$ cat config.mk
export PLATFORM = sky130hd
export DESIGN_NAME = til_ctrl
export DESIGN_NICKNAME = d
export VERILOG_FILES = /design/src/rtl/table_interpolator_lin_log_assert.svh /design/src/rtl/til_pkg.sv /design/src/rtl/til_ctrl.sv
export SDC_FILE = /design/constraint.sdc
export NUM_CORES = 1
export LEC_CHECK = 0
export BUFFER_PORTS_ARGS = -buffer_cell sky130_fd_sc_hd__buf_2
export CAP_MARGIN = 20
export CORE_ASPECT_RATIO = 0.7
export CORE_MARGIN = 5
export CORE_UTILIZATION = 25
export CTS_CLUSTER_DIAMETER = 100
export DETAILED_ROUTE_END_ITERATION = 10
export PLACE_DENSITY_LB_ADDON = 0.25
export RECOVER_POWER = 50
export SETUP_SLACK_MARGIN = 0.5
export SYNTH_ARGS = -nofsm -noshare
export SYNTH_HDL_FRONTEND = slang
export SYNTH_SLANG_ARGS = --single-unit
$ cat constraint.sdc
create_clock -name clk -period 5.54 [get_ports clk]
set_clock_uncertainty 0.2 [all_clocks]
set_input_delay 0.831 -clock clk [delete_from_list [all_inputs] [get_ports clk]]
set_output_delay 0.831 -clock clk [all_outputs]
set_load 0.1 [all_outputs]
$ cat src/rtl/table_interpolator_lin_log_assert.svh
// ----------------------------------------------------------------------------
// Table interpolator assertion macros
// Shared property forms for the interpolator checks, clocked on clk and
// disabled while rst is high.
// ----------------------------------------------------------------------------
`ifndef TABLE_INTERPOLATOR_LIN_LOG_ASSERT_SVH
`define TABLE_INTERPOLATOR_LIN_LOG_ASSERT_SVH

`define TIL_ASSERT_SAME(lbl, cond, expr, msg) \
  lbl: assert property (@(posedge clk) disable iff (rst) (cond) |-> (expr)) \
    else $error(msg);

`define TIL_ASSERT_NEXT(lbl, cond, expr, msg) \
  lbl: assert property (@(posedge clk) disable iff (rst) (cond) |=> (expr)) \
    else $error(msg);

`define TIL_ASSERT_LATER(lbl, cond, expr, msg) \
  lbl: assert property (@(posedge clk) disable iff (rst) (cond) |-> ##2 (expr)) \
    else $error(msg);

`endif

$ cat src/rtl/til_pkg.sv
// ----------------------------------------------------------------------------
// Table interpolator package
// Beat types, codes, controller/datapath interface and exp2 root constants.
// ----------------------------------------------------------------------------
package til_pkg;

  localparam int LOG_FRAC = 24;

  typedef struct packed {
    logic               op;
    logic [7:0]         entry_index;
    logic [31:0]        point_x;
    logic signed [31:0] point_y;
  } in_beat_t;

  typedef struct packed {
    logic signed [31:0] result_y;
    logic [2:0]         status;
  } out_beat_t;

  typedef enum logic [0:0] {
    REG_INTERP_MODE = 1'b0,
    REG_POINT_COUNT = 1'b1
  } cfg_reg_t;

  localparam logic [1:0] MODE_LIN_LIN  = 2'd0;
  localparam logic [1:0] MODE_LOG_LOG  = 2'd1;
  localparam logic [1:0] MODE_LIN_LOGY = 2'd2;
  localparam logic [1:0] MODE_LOGX_LIN = 2'd3;

  localparam logic OP_LOAD  = 1'b0;
  localparam logic OP_QUERY = 1'b1;

  localparam logic [2:0] ST_OK         = 3'd0;
  localparam logic [2:0] ST_CLAMP_LOW  = 3'd1;
  localparam logic [2:0] ST_CLAMP_HIGH = 3'd2;
  localparam logic [2:0] ST_NONPOS_Y   = 3'd3;
  localparam logic [2:0] ST_ZERO_X     = 3'd4;
  localparam logic [2:0] ST_FLAT_SAT   = 3'd5;

  typedef enum logic [4:0] {
    DP_NONE, DP_CAPTURE, DP_WRITE, DP_RD_FIRST, DP_RD_LAST, DP_SEARCH_INIT,
    DP_RD_MID, DP_SEARCH_STEP, DP_RD_LO, DP_TAKE_LO, DP_TAKE_HI, DP_RES_FIRST,
    DP_RES_LAST, DP_RES_ZERO_Y, DP_RES_ZERO_X, DP_RES_FLAT, DP_LOG_START,
    DP_LOG_STEP, DP_LOG_STORE, DP_SPAN, DP_MUL_INIT, DP_MUL_STEP, DP_DIV_INIT,
    DP_DIV_STEP, DP_BLEND, DP_EXP_INIT, DP_EXP_STEP, DP_EXP_END, DP_SEND
  } dp_op_t;

  typedef enum logic [2:0] {
    SRC_XQ, SRC_X1, SRC_X2, SRC_Y1, SRC_Y2
  } log_src_t;

  typedef struct packed {
    dp_op_t     op;
    log_src_t   src;
    logic [4:0] step;
  } dp_cmd_t;

  typedef struct packed {
    logic below;
    logic above;
    logic more;
    logic y_nonpos;
    logic x1_zero;
    logic log_x;
    logic log_y;
    logic den_zero;
    logic out_full;
  } dp_status_t;

  function automatic logic [63:0] isqrt64(input logic [63:0] a_in);
    logic [63:0] a;
    logic [63:0] res;
    logic [63:0] bv;
    a   = a_in;
    res = '0;
    bv  = 64'h4000_0000_0000_0000;
    for (int i = 0; i < 32; i++) begin
      if (a >= res + bv) begin
        a   = a - (res + bv);
        res = (res >> 1) + bv;
      end else begin
        res = res >> 1;
      end
      bv = bv >> 2;
    end
    return res;
  endfunction

  function automatic logic [LOG_FRAC-1:0][31:0] exp_roots();
    logic [LOG_FRAC-1:0][31:0] tab;
    logic [63:0] c;
    c = 64'h1_0000_0000;
    for (int k = 0; k < LOG_FRAC; k++) begin
      c      = isqrt64(c << 31);
      tab[k] = c[31:0];
    end
    return tab;
  endfunction

  localparam logic [LOG_FRAC-1:0][31:0] EXP_ROOT = exp_roots();

endpackage

$ cat src/rtl/til_ctrl.sv
// ----------------------------------------------------------------------------
// Table interpolator controller
// Sequences loads and queries: search, logarithms, multiply, divide, exp2.
// ----------------------------------------------------------------------------
module til_ctrl (
  input  logic                clk,
  input  logic                rst,
  input  logic                in_valid,
  input  logic                in_op,
  output logic                in_ready,
  input  til_pkg::dp_status_t status,
  output til_pkg::dp_cmd_t    cmd
);

  typedef enum logic [4:0] {
    S_IDLE, S_WRITE, S_RD_FIRST, S_CHK_FIRST, S_CHK_LAST, S_SEARCH, S_STEP,
    S_TAKE_LO, S_TAKE_HI, S_CHECK, S_LOG_START, S_LOG, S_LOG_END, S_SPAN,
    S_SPAN_CHK, S_MUL, S_DIV_INIT, S_DIV, S_BLEND, S_EXP_INIT, S_EXP,
    S_EXP_END, S_SEND
  } state_t;

  state_t            state;
  state_t            state_next;
  logic [5:0]        cnt;
  logic [5:0]        cnt_next;
  til_pkg::log_src_t src;
  til_pkg::log_src_t src_next;

  assign in_ready = (state == S_IDLE);

  always_comb begin
    state_next = state;
    cnt_next   = cnt + 6'd1;
    src_next   = src;
    cmd.op     = til_pkg::DP_NONE;
    cmd.src    = src;
    cmd.step   = cnt[4:0];
    case (state)
      S_IDLE: begin
        cnt_next = '0;
        if (in_valid) begin
          cmd.op     = til_pkg::DP_CAPTURE;
          state_next = (in_op == til_pkg::OP_LOAD) ? S_WRITE : S_RD_FIRST;
        end
      end
      S_WRITE: begin
        cmd.op     = til_pkg::DP_WRITE;
        state_next = S_IDLE;
      end
      S_RD_FIRST: begin
        cmd.op     = til_pkg::DP_RD_FIRST;
        state_next = S_CHK_FIRST;
      end
      S_CHK_FIRST: begin
        if (status.below) begin
          cmd.op     = til_pkg::DP_RES_FIRST;
          state_next = S_SEND;
        end else begin
          cmd.op     = til_pkg::DP_RD_LAST;
          state_next = S_CHK_LAST;
        end
      end
      S_CHK_LAST: begin
        if (status.above) begin
          cmd.op     = til_pkg::DP_RES_LAST;
          state_next = S_SEND;
        end else begin
          cmd.op     = til_pkg::DP_SEARCH_INIT;
          state_next = S_SEARCH;
        end
      end
      S_SEARCH: begin
        if (status.more) begin
          cmd.op     = til_pkg::DP_RD_MID;
          state_next = S_STEP;
        end else begin
          cmd.op     = til_pkg::DP_RD_LO;
          state_next = S_TAKE_LO;
        end
      end
      S_STEP: begin
        cmd.op     = til_pkg::DP_SEARCH_STEP;
        state_next = S_SEARCH;
      end
      S_TAKE_LO: begin
        cmd.op     = til_pkg::DP_TAKE_LO;
        state_next = S_TAKE_HI;
      end
      S_TAKE_HI: begin
        cmd.op     = til_pkg::DP_TAKE_HI;
        state_next = S_CHECK;
      end
      S_CHECK: begin
        if (status.y_nonpos) begin
          cmd.op     = til_pkg::DP_RES_ZERO_Y;
          state_next = S_SEND;
        end else if (status.x1_zero) begin
          cmd.op     = til_pkg::DP_RES_ZERO_X;
          state_next = S_SEND;
        end else if (status.log_x) begin
          src_next   = til_pkg::SRC_XQ;
          state_next = S_LOG_START;
        end else if (status.log_y) begin
          src_next   = til_pkg::SRC_Y1;
          state_next = S_LOG_START;
        end else begin
          state_next = S_SPAN;
        end
      end
      S_LOG_START: begin
        cmd.op     = til_pkg::DP_LOG_START;
        cnt_next   = '0;
        state_next = S_LOG;
      end
      S_LOG: begin
        cmd.op = til_pkg::DP_LOG_STEP;
        if (cnt == 6'(til_pkg::LOG_FRAC - 1)) begin
          state_next = S_LOG_END;
        end
      end
      S_LOG_END: begin
        cmd.op     = til_pkg::DP_LOG_STORE;
        state_next = S_LOG_START;
        case (src)
          til_pkg::SRC_XQ: src_next = til_pkg::SRC_X1;
          til_pkg::SRC_X1: src_next = til_pkg::SRC_X2;
          til_pkg::SRC_X2: begin
            if (status.log_y) begin
              src_next = til_pkg::SRC_Y1;
            end else begin
              state_next = S_SPAN;
            end
          end
          til_pkg::SRC_Y1: src_next = til_pkg::SRC_Y2;
          default: state_next = S_SPAN;
        endcase
      end
      S_SPAN: begin
        cmd.op     = til_pkg::DP_SPAN;
        state_next = S_SPAN_CHK;
      end
      S_SPAN_CHK: begin
        cnt_next = '0;
        if (status.den_zero) begin
          cmd.op     = til_pkg::DP_RES_FLAT;
          state_next = S_SEND;
        end else begin
          cmd.op     = til_pkg::DP_MUL_INIT;
          state_next = S_MUL;
        end
      end
      S_MUL: begin
        cmd.op = til_pkg::DP_MUL_STEP;
        if (cnt == 6'd32) begin
          state_next = S_DIV_INIT;
        end
      end
      S_DIV_INIT: begin
        cmd.op     = til_pkg::DP_DIV_INIT;
        cnt_next   = '0;
        state_next = S_DIV;
      end
      S_DIV: begin
        cmd.op = til_pkg::DP_DIV_STEP;
        if (cnt == 6'd63) begin
          state_next = S_BLEND;
        end
      end
      S_BLEND: begin
        cmd.op     = til_pkg::DP_BLEND;
        state_next = status.log_y ? S_EXP_INIT : S_SEND;
      end
      S_EXP_INIT: begin
        cmd.op     = til_pkg::DP_EXP_INIT;
        cnt_next   = '0;
        state_next = S_EXP;
      end
      S_EXP: begin
        cmd.op = til_pkg::DP_EXP_STEP;
        if (cnt == 6'(til_pkg::LOG_FRAC - 1)) begin
          state_next = S_EXP_END;
        end
      end
      S_EXP_END: begin
        cmd.op     = til_pkg::DP_EXP_END;
        state_next = S_SEND;
      end
      S_SEND: begin
        if (!status.out_full) begin
          cmd.op     = til_pkg::DP_SEND;
          state_next = S_IDLE;
        end
      end
      default: state_next = S_IDLE;
    endcase
  end

  always_ff @(posedge clk) begin
    if (rst) begin
      state <= S_IDLE;
      cnt   <= '0;
      src   <= til_pkg::SRC_XQ;
    end else begin
      state <= state_next;
      cnt   <= cnt_next;
      src   <= src_next;
    end
  end

endmodule

==> results.md, run 1 <==
- Site row count: 23
- TritonRoute pass-1 iters: 4
- Vias in the first global route: 1361
- Gpl congestion: about 0.9
- Max-cap violations: 0
- Post-route setup TNS: 0 ns
- Register area share after synthesis: between 10% and 20%
- Vias per cell: about 5.6
- Final Cycle Share: ~68%
- Max FO, Critical Path: 28
- Share of cells above drive strength 1: 15.53%
- EDFF count, synth: 0
- CTS Buf Count: 3
- DR WL/cell: roughly 16 um
- Yosys reg bits: 14
- Yosys Warn Count: 0
- IO Pins: 27
- Initial antenna violation count: 0
- Hold Fails Final Rpt: 0
- Post-layout min period: ~3.7 ns
- Count of input and output buffers: 26
- Remaining antenna violation count after routing: 0
- Final setup fails: 0
- Crit path launch: state[1]
- First-pass GRT wire length: approximately 7600 um
- Synth unique cells: 64
- CTS Buffer Depth: 2
- FF-to-FF Start: state[4]
- Worst setup EP type: primary output
- Post-synthesis area per instance: about 7.4 sq um
- Most common cell after layout, fill and taps aside: nor2_1
- H-tree depth: 1
- Die Y: between 70 and 80 um
- Worst-Skew Late Latency: 0.24 ns
- Synth Net Count: 224
- Async set-or-reset flop fraction in the synthesized netlist: 0%
- Largest net degree at the start of global routing: 30
- ANT cells: 0
- Area growth from synthesis to layout: 9.106%
- CORE AREA: around 5800 sq um
- Critical-path cell list: nor3b_1 > a32oi_1 > and3_1 > o221ai_1 > buf_2
- DR iter-0 viols: 314
- PwrDens: 410.3 nW/um^2
- Max incr delay on CP: 1.00 ns
- Static leakage: approximately 0.6 nW
- Total GRT Usage: roughly an eighth
- Final wirelength: between 4000 and 5000 um
- Ys flop type: dfxtp_1
- R2r setup slk: about 2.9 ns
- Clock slew at reported path FFs: 0.06 ns
- Capture point of the worst reg-to-reg path: state[2]
- R2R cell count: 5
- RSZ-0062 raised after global routing: false
- DP Worst Slack: approximately 2.1 ns
- Final slew viol count: 0
- Die extent in x: about 100 um
- Setup WS post-layout: around 1.8 ns
- Gr ovfl total: 0
- Hold_buf cts: 0
- Worst vdd ir: approximately 0.00013 V
- CP endpoint: cmd[11]
- Most frequent cells in the layout: 21 x nor2_1, 18 x nand2_1, 18 x buf_2
- # nets final: between 200 and 250
- CP max-delay cell: dfxtp_1
- Worst hold path class: reg2reg
- Max-slew headroom: a little under a quarter
- Vias: roughly 1600
- Resized Gates After CTS: 0
- F_max: 267.2 MHz
- Mapped Area: 1539 sq um
- Crit Path Category: reg2out
- WP data arrival: between 2 and 3 ns
- Post-synthesis cell count: ~210
- CTS tree: built
- Total clock sinks: 14
- # Post-CTS Setup Buffers: 0
- Critical path required time: approximately 4.5 ns
- DP Wirelength: roughly 3400 um
- CP Launch Type: flop
- Status: completed
- DIE AREA: about 7900 sq um
- Slew @ Worst Pin: about 1.2 ns
- Residual DRC: 0
- Initial core utilization: between 20% and 30%
- Root Driver: clkbuf_8
cell usage after synthesis, types with 4 or more instances:
library cell	count	area share, %
nor3_1	4	1.3
nor2_1	21	5.1
nor2b_1	6	2.4
nor3b_1	4	2.0
buf_4	7	3.4
o21ai_0	8	2.6
nand2_1	18	4.4
a31oi_1	6	2.4
and3_1	4	1.6
buf_2	7	2.3
a21oi_1	8	2.6
dfxtp_1	14	18
inv_1	12	2.9
nand3_1	7	2.3
nand4_1	6	2.4
area by class of cell:
type | instances | area (sq um)
Sequential cell | 14 | 280.3
Tap cell | 75 | 93.84
Timing Repair Buffer | 27 | 127.6
Inverter | 12 | 45.04
Multi-Input combinational cell | 162 | 1077
Clock buffer | 4 | 55.05
Fill cell | 662 | 4163
registers in the layout, indices dropped and copies added, names as in the netlist:
| signal | count |
|---|---|
| src | 3 |
| cnt | 6 |
| state | 5 |
where the power goes:
group          leakage, nW  internal [mW]  total (mW)  switching (mW)
Clock               0.0288         0.0629      0.0997          0.0368
Combinational        0.465          0.107       0.409           0.303
Sequential           0.113          0.113       0.180          0.0671
Total                0.607          0.282       0.689           0.407
worst max-delay path, delay by kind of cell, from the launching register on:
kind / cells / cell delay [ns]
compound gates: 2 / 0.29
simple gates: 2 / 0.72
flops: 1 / 1.00
buf+inv: 1 / 0.46
stage by stage:
stage	hold slack [ns]	total power [mW]	instances	cell area, sq um	util (%)
finish	0.2766	0.6890	294	1679	28.74
global route	0.3239	0.7307	294	1679	28.74
CTS	0.2851	0.6914	294	1689	28.91
detailed placement	0.2689	0.5886	290	1634	27.97
global placement	0.2627	0.5954	290	1634	27.97
floorplan	0.2412	0.5369	209	1539	-
routing by layer:
metal	GRT usage (%)	vias to the layer above	wire, um
met3	2.456	6	432
li1	-	800	-
met2	15.47	79	1781
met4	1.868	0	33
met1	18.84	747	2395
met5	0	-	0
worst min path at each step:
| stage | from | cells after the start | endpoint |
|---|---|---|---|
| 5_1_grt | cnt[0] | 1 | cnt[0] |
| 2_1_floorplan | cnt[0] | 1 | cnt[0] |
| 4_1_cts | cnt[0] | 1 | cnt[0] |
| 3_5_place_dp | cnt[0] | 1 | cnt[0] |
| 6_report | cnt[0] | 1 | cnt[0] |
| 3_3_place_gp | cnt[0] | 1 | cnt[0] |
cell families after synthesis:
kind of cell / synth area share [%]
multiplexers: 1.626
XOR/XNOR: 3.415
AND/OR/NAND/NOR: 33.33
adder cells (fa/ha/maj): 1.626
flip-flops: 18.21
buffers and inverters: 11.79
AO/OA/AOI/OAI: 30.00
(Power assumes the default switching activity.)
==> run 2, diff against run 1 <==
- clock period: 5.54 -> 3.35 ns (I/O delays scaled with it)
==> run 2 against run 1 <==
Compared with the run above: clock power increased by 35%; critical path depth shrank 1; die area unchanged; combinational power rose by 96%; worst hold slack better by 0.0070 ns; sequential share of layout area is 0.47 points lower; critical path type unchanged; highest routed layer unchanged.
==> results.md, run 2 (same netlist as run 1, synthesis figures left out) <==
- Status: completed
- # nets final: approximately 240
- CTS tree: built
- Residual DRC: 0
- Post-layout min period: slightly below 3 ns
- TritonRoute pass-1 iters: 4
- Slew @ Worst Pin: 1.162 ns
- Max reg flops: 6
- Final wirelength: about 4700 um
- Most frequent cells in the layout: 21 x nor2_1, 18 x nand2_1, 14 x buf_2
- Total GRT Usage: roughly 12%
- Largest net degree at the start of global routing: 24
- CTS Buffer Depth: 2
- First-pass GRT wire length: between 7000 and 8000 um
- Die extent in x: slightly above 100 um
- CP Launch Type: flop
- DRT met1 WL: around 2400 um
- Most common cell after layout, fill and taps aside: nor2_1
- Max layer used: met4
- CTS Buf Count: 3
- Hold Fails Final Rpt: 0
- Final Cell Area: ~1800 sq um
- Post-Layout Cell Count: 300
- DP Wirelength: between 3000 and 4000 um
- Regs by FF count: cnt x6, state x5, src x3
- DR iter-0 viols: between 100 and 150
- Worst vdd ir: between 0.00015 and 0.0002 V
- Gr ovfl total: 0
- Util after Layout: between 20 and 30%
- Register area: 284.0 sq um
- Vias: around 1600
- Final setup fails: 0
- Multi-input logic area: roughly 1100 sq um
- Vias in the first global route: 1517
- Fill cell count: around 640
- Vias per cell: ~5.4
- Placed Area: approximately 1700 sq um
- Tot Pwr: approximately 1.2 mW
- Max incr delay on CP: approximately 0.7 ns
- DP Worst Slack: between 0.5 and 0.6 ns
- DP Cell Count: approximately 300
- Largest Register: cnt
- ANT cells: 0
- DIE AREA: about 7900 sq um
- Remaining antenna violation count after routing: 0
- WP data arrival: 2.21 ns
- Worst-Skew Late Latency: ~0.24 ns
- # Post-CTS Setup Buffers: 0
- CP Buf/Inv Count: 2
- Met2 WL: 1882 um
- WL met3: between 300 and 400 um
- Final slew viol count: 0
- Count of input and output buffers: 26
- Max-slew headroom: between 20% and 30%
- Max FO, Critical Path: 20
- Die Y: around 76 um
- PwrDens: roughly 670 nW/um^2
- Area growth from synthesis to layout: 13.74%
- RSZ-0062 raised after global routing: false
- Critical path required time: approximately 2.7 ns
- F_max: between 300 and 400 MHz
- Initial core utilization: a little over a quarter
- Max-cap violations: 0
- CP max-delay cell: nor3_1
- Largest delay share family, worst path: simple AND/OR/NAND/NOR gates
- Share of cells above drive strength 1: 20.00%
- Setup WS post-layout: 0.4359 ns
- CORE AREA: just under 6000 sq um
- Site row count: 23
- Hold WS: around 0.28 ns
- Worst setup EP type: primary output
- Post-route setup TNS: 0 ns
- Initial antenna violation count: 0
- IO Pins: 27
- Total clock sinks: 14
- Root Driver: clkbuf_8
- Gpl congestion: roughly 0.86
- Crit Path Category: reg2out
- Clock slew at reported path FFs: 0.05 ns
- Worst hold path class: reg2reg
- Critical-path cell list: buf_6 > nor3_1 > and2_1 > buf_2
- Static leakage: approximately 0.65 nW
- DR WL/cell: roughly 16 um
- H-tree depth: 1
- Final Cycle Share: 86.99%
==> run 2: cell type report <==
class / count / share of cell area, %
Clock buffer: 3 / 2.359
Inverter: 12 / 2.573
Multi-Input combinational cell: 162 / 62.40
Sequential cell: 14 / 16.23
Tap cell: 75 / 5.361
Timing Repair Buffer: 34 / 11.08
==> run 2: worst register-to-register path, cell delays in order (launching register included) <==
cell     delay (ns)
dfxtp_1        0.40
buf_6          0.22
nor3_1         0.71
a21oi_1        0.08
o21ai_0        0.64
nor2_1         0.11
==> run 2: final timing paths <==
check	slack, ns	cells past startpoint	to	start
max	0.44	4	in_ready	state[1]
max reg2reg	0.86	5	cnt[4]	state[1]
min	0.28	1	cnt[0]	cnt[0]
min reg2reg	0.28	1	cnt[0]	cnt[0]
==> run 2: timing repair <==
action	CTS	global route
setup endpoints to repair	5	3
hold buffers	0	0
resized for setup	5	7
==> run 2: metal layers <==
layer / GRT usage, % / vias up
met5: 0 / -
met4: 2.155 / 0
met3: 2.794 / 7
met2: 16.88 / 67
met1: 19.08 / 737
li1: - / 813
==> run 2: report_power, final <==
group	total, mW	internal [mW]	switching, mW
combinational	0.800	0.218	0.581
clock	0.135	0.0794	0.0555
sequential	0.240	0.187	0.0522
==> run 3, diff against run 2 <==
- ABC_AREA: unset -> 1
==> run 3 against run 2 <==
Compared with the run above: die area shrank 5.5%; combinational power decreased by 17%; maximum frequency increased by 0.71%; global-route usage decreased by 0.28 points; utilization is 0.24 points lower; register-to-register slack better by 0.48 ns; critical endpoint is now cmd[8]; highest routed layer unchanged.
==> results.md, run 3 <==
- First-pass GRT wire length: 7100 um
- Crit Path Category: reg2out
- Area leader, netlist: dfxtp_1
- Worst setup EP type: primary output
- Max-slew headroom: between 20% and 30%
- Yosys reg bits: 14
- Top-count cell post-synth: nand2_1
- Share of cells above drive strength 1: between 10% and 20%
- Remaining antenna violation count after routing: 0
- DRT met1 WL: around 2200 um
- Most common cell after layout, fill and taps aside: nand2_1
- RSZ-0062 raised after global routing: true
- WP data arrival: between 2 and 2.5 ns
- Ys flop type: dfxtp_1
- DIE AREA: between 7000 and 8000 sq um
- EDFF count, synth: 0
- H-tree depth: 1
- Total clock sinks: 14
- Worst hold path class: reg2reg
- DP Worst Slack: approximately 0.76 ns
- Flop pwr share: 21.4%
- Yosys top cell area share: just under 20%
- CTS tree: built
- Vias per cell: ~4.7
- DR iter-0 viols: roughly 130
- Clock group share of total power: 15.8%
- Final setup fails: 0
- Ranking of synthesized cells by area: dfxtp_1 19%, nand2_1 18%, nor2_1 12%
- Regs by FF count: cnt x6, state x5, src x3
- Max layer used: met4
- Synth Net Count: roughly 280
- Post-synthesis area per instance: between 5 and 6 sq um
- Gr ovfl total: 0
- Most frequent cells after synthesis: 68 x nand2_1, 48 x nor2_1, 35 x inv_1
- Worst vdd ir: roughly 0.00028 V
- # Post-CTS Setup Buffers: 0
- Final wirelength: between 4000 and 5000 um
- Largest delay share family, worst path: simple AND/OR/NAND/NOR gates
- Total GRT Usage: 11.93%
- Post-route setup TNS: 0 ns
- Async set-or-reset flop fraction in the synthesized netlist: 0%
- CTS Buffer Depth: 2
- Clock slew at reported path FFs: ~0.06 ns
- PwrDens: 623.8 nW/um^2
- Met2 WL: 1688 um
- Register area share after synthesis: between 10% and 20%
- Gpl congestion: between 0.8 and 0.9
- Hold_buf cts: 0
- Site row count: 23
- Max reg flops: 6
- Post-synthesis cell count: about 260
- Sw frac: 59.42%
- Area growth from synthesis to layout: 16.72%
- Setup WS post-layout: approximately 0.46 ns
- Final Cycle Share: 86.37%
- Internal Pwr Total: roughly 0.43 mW
- Critical path required time: around 2.7 ns
- DR WL/cell: roughly 12 um
- Synth unique cells: 29
- Initial core utilization: about a quarter
- Mapped Area: between 1000 and 1500 sq um
- Count of input and output buffers: 26
- F_max: between 300 and 400 MHz
- Die Y: 73.59 um
- Static leakage: roughly 0.86 nW
- Hold Fails Final Rpt: 0
- Root Driver: clkbuf_8
- Vias in the first global route: 1525
- DP Wirelength: approximately 3600 um
- Largest net degree at the start of global routing: 14
- CP Launch Type: flop
- Die extent in x: between 100 and 150 um
- Logic pwr share: a little over three fifths
- CTS Buf Count: 3
- Max incr delay on CP: just under 0.4 ns
- TritonRoute pass-1 iters: 5
- Yosys Warn Count: 0
- Initial antenna violation count: 0
- Vias: between 1500 and 2000
- Most frequent cells in the layout: 68 x nand2_1, 49 x nor2_1, 36 x inv_1
- IO Pins: 27
- CORE AREA: between 5000 and 6000 sq um
- Residual DRC: 0
- WL met3: roughly 350 um
- Worst-Skew Late Latency: 0.25 ns
- Fill cell count: approximately 640
- P_sw: about 0.62 mW
- Critical-path cell list: nor2_2 > inv_1 > nor2_1 > inv_1 > o21ai_0 > nor2_1 > nand3_2 > buf_4
- Slew @ Worst Pin: about 1.2 ns
- CP Buf/Inv Count: 3
- Post-layout min period: 2.893 ns
- Status: completed
- Final slew viol count: 0
- # nets final: roughly 300
- CP max-delay cell: nor2_1
- Resized Gates After CTS: 1
- Max FO, Critical Path: 7
- ANT cells: 0
- Max-cap violations: 0
- Largest Register: cnt
-- run 3: cell types whose count changed after synthesis, moves of 6 or more --
cell     previous run  this run
nand2_1            18        68
nor2_1             21        48
nand3_1             7        33
inv_1              12        35
a31oi_1             6         0
nor2b_1             6         0
-- run 3: final cells by class --
cell class	instances	area [sq um]	area share (%)
timing repair buffer	26	132.6	7.869
multi-input combinational	204	978.4	58.05
inverter	38	142.6	8.463
sequential	14	282.8	16.78
tap	75	93.84	5.568
clock buffer	4	55.05	3.267
-- run 3: logic make-up (layout without fill, tap and decap cells) --
| logic type | after synthesis | count (layout) | share of synthesized area [%] |
|---|---|---|---|
| AOI/OAI and AO/OA | 23 | 23 | 9.359 |
| buffers and inverters | 46 | 68 | 13.43 |
| adders and majority gates | 2 | 2 | 1.733 |
| xor gates and xnor gates | 4 | 4 | 2.427 |
| DFF | 14 | 14 | 19.41 |
| and+or+nand+nor | 175 | 175 | 53.64 |
-- run 3: final timing paths --
check	endpoint	slack, ns	cells past startpoint	from
max reg2reg	cnt[2]	1.34	6	state[2]
min reg2reg	cnt[0]	0.30	1	cnt[0]
max	cmd[8]	0.46	8	state[2]
min	cnt[0]	0.30	1	cnt[0]
-- run 3: per-layer routing --
layer  vias up  GRT usage, %
li1        881             -
met1       737         17.48
met2        71         16.70
met3         8         1.803
met4         0         5.979
met5         -             0
-- run 3: power by group through the flow --
stage | registers [mW] | clock network [mW] | logic, mW
2_1_floorplan | 0.209 | 0 | 0.565
3_3_place_gp | 0.226 | 0 | 0.672
3_5_place_dp | 0.226 | 0 | 0.657
4_1_cts | 0.222 | 0.172 | 0.663
5_1_grt | 0.230 | 0.177 | 0.706
6_report | 0.225 | 0.166 | 0.661
-- run 3: stage by stage --
step           util, %  cells  total power, mW  hold slack [ns]  instance area, sq um
6_report         29.73    361            1.051           0.2952                  1685
5_1_grt          29.73    361            1.113           0.3182                  1685
4_1_cts          29.73    361            1.058           0.2941                  1685
2_1_floorplan        -    264           0.7737           0.2412                  1455
3_3_place_gp     28.71    357           0.8977           0.2640                  1628
3_5_place_dp     28.71    357           0.8830           0.2796                  1628
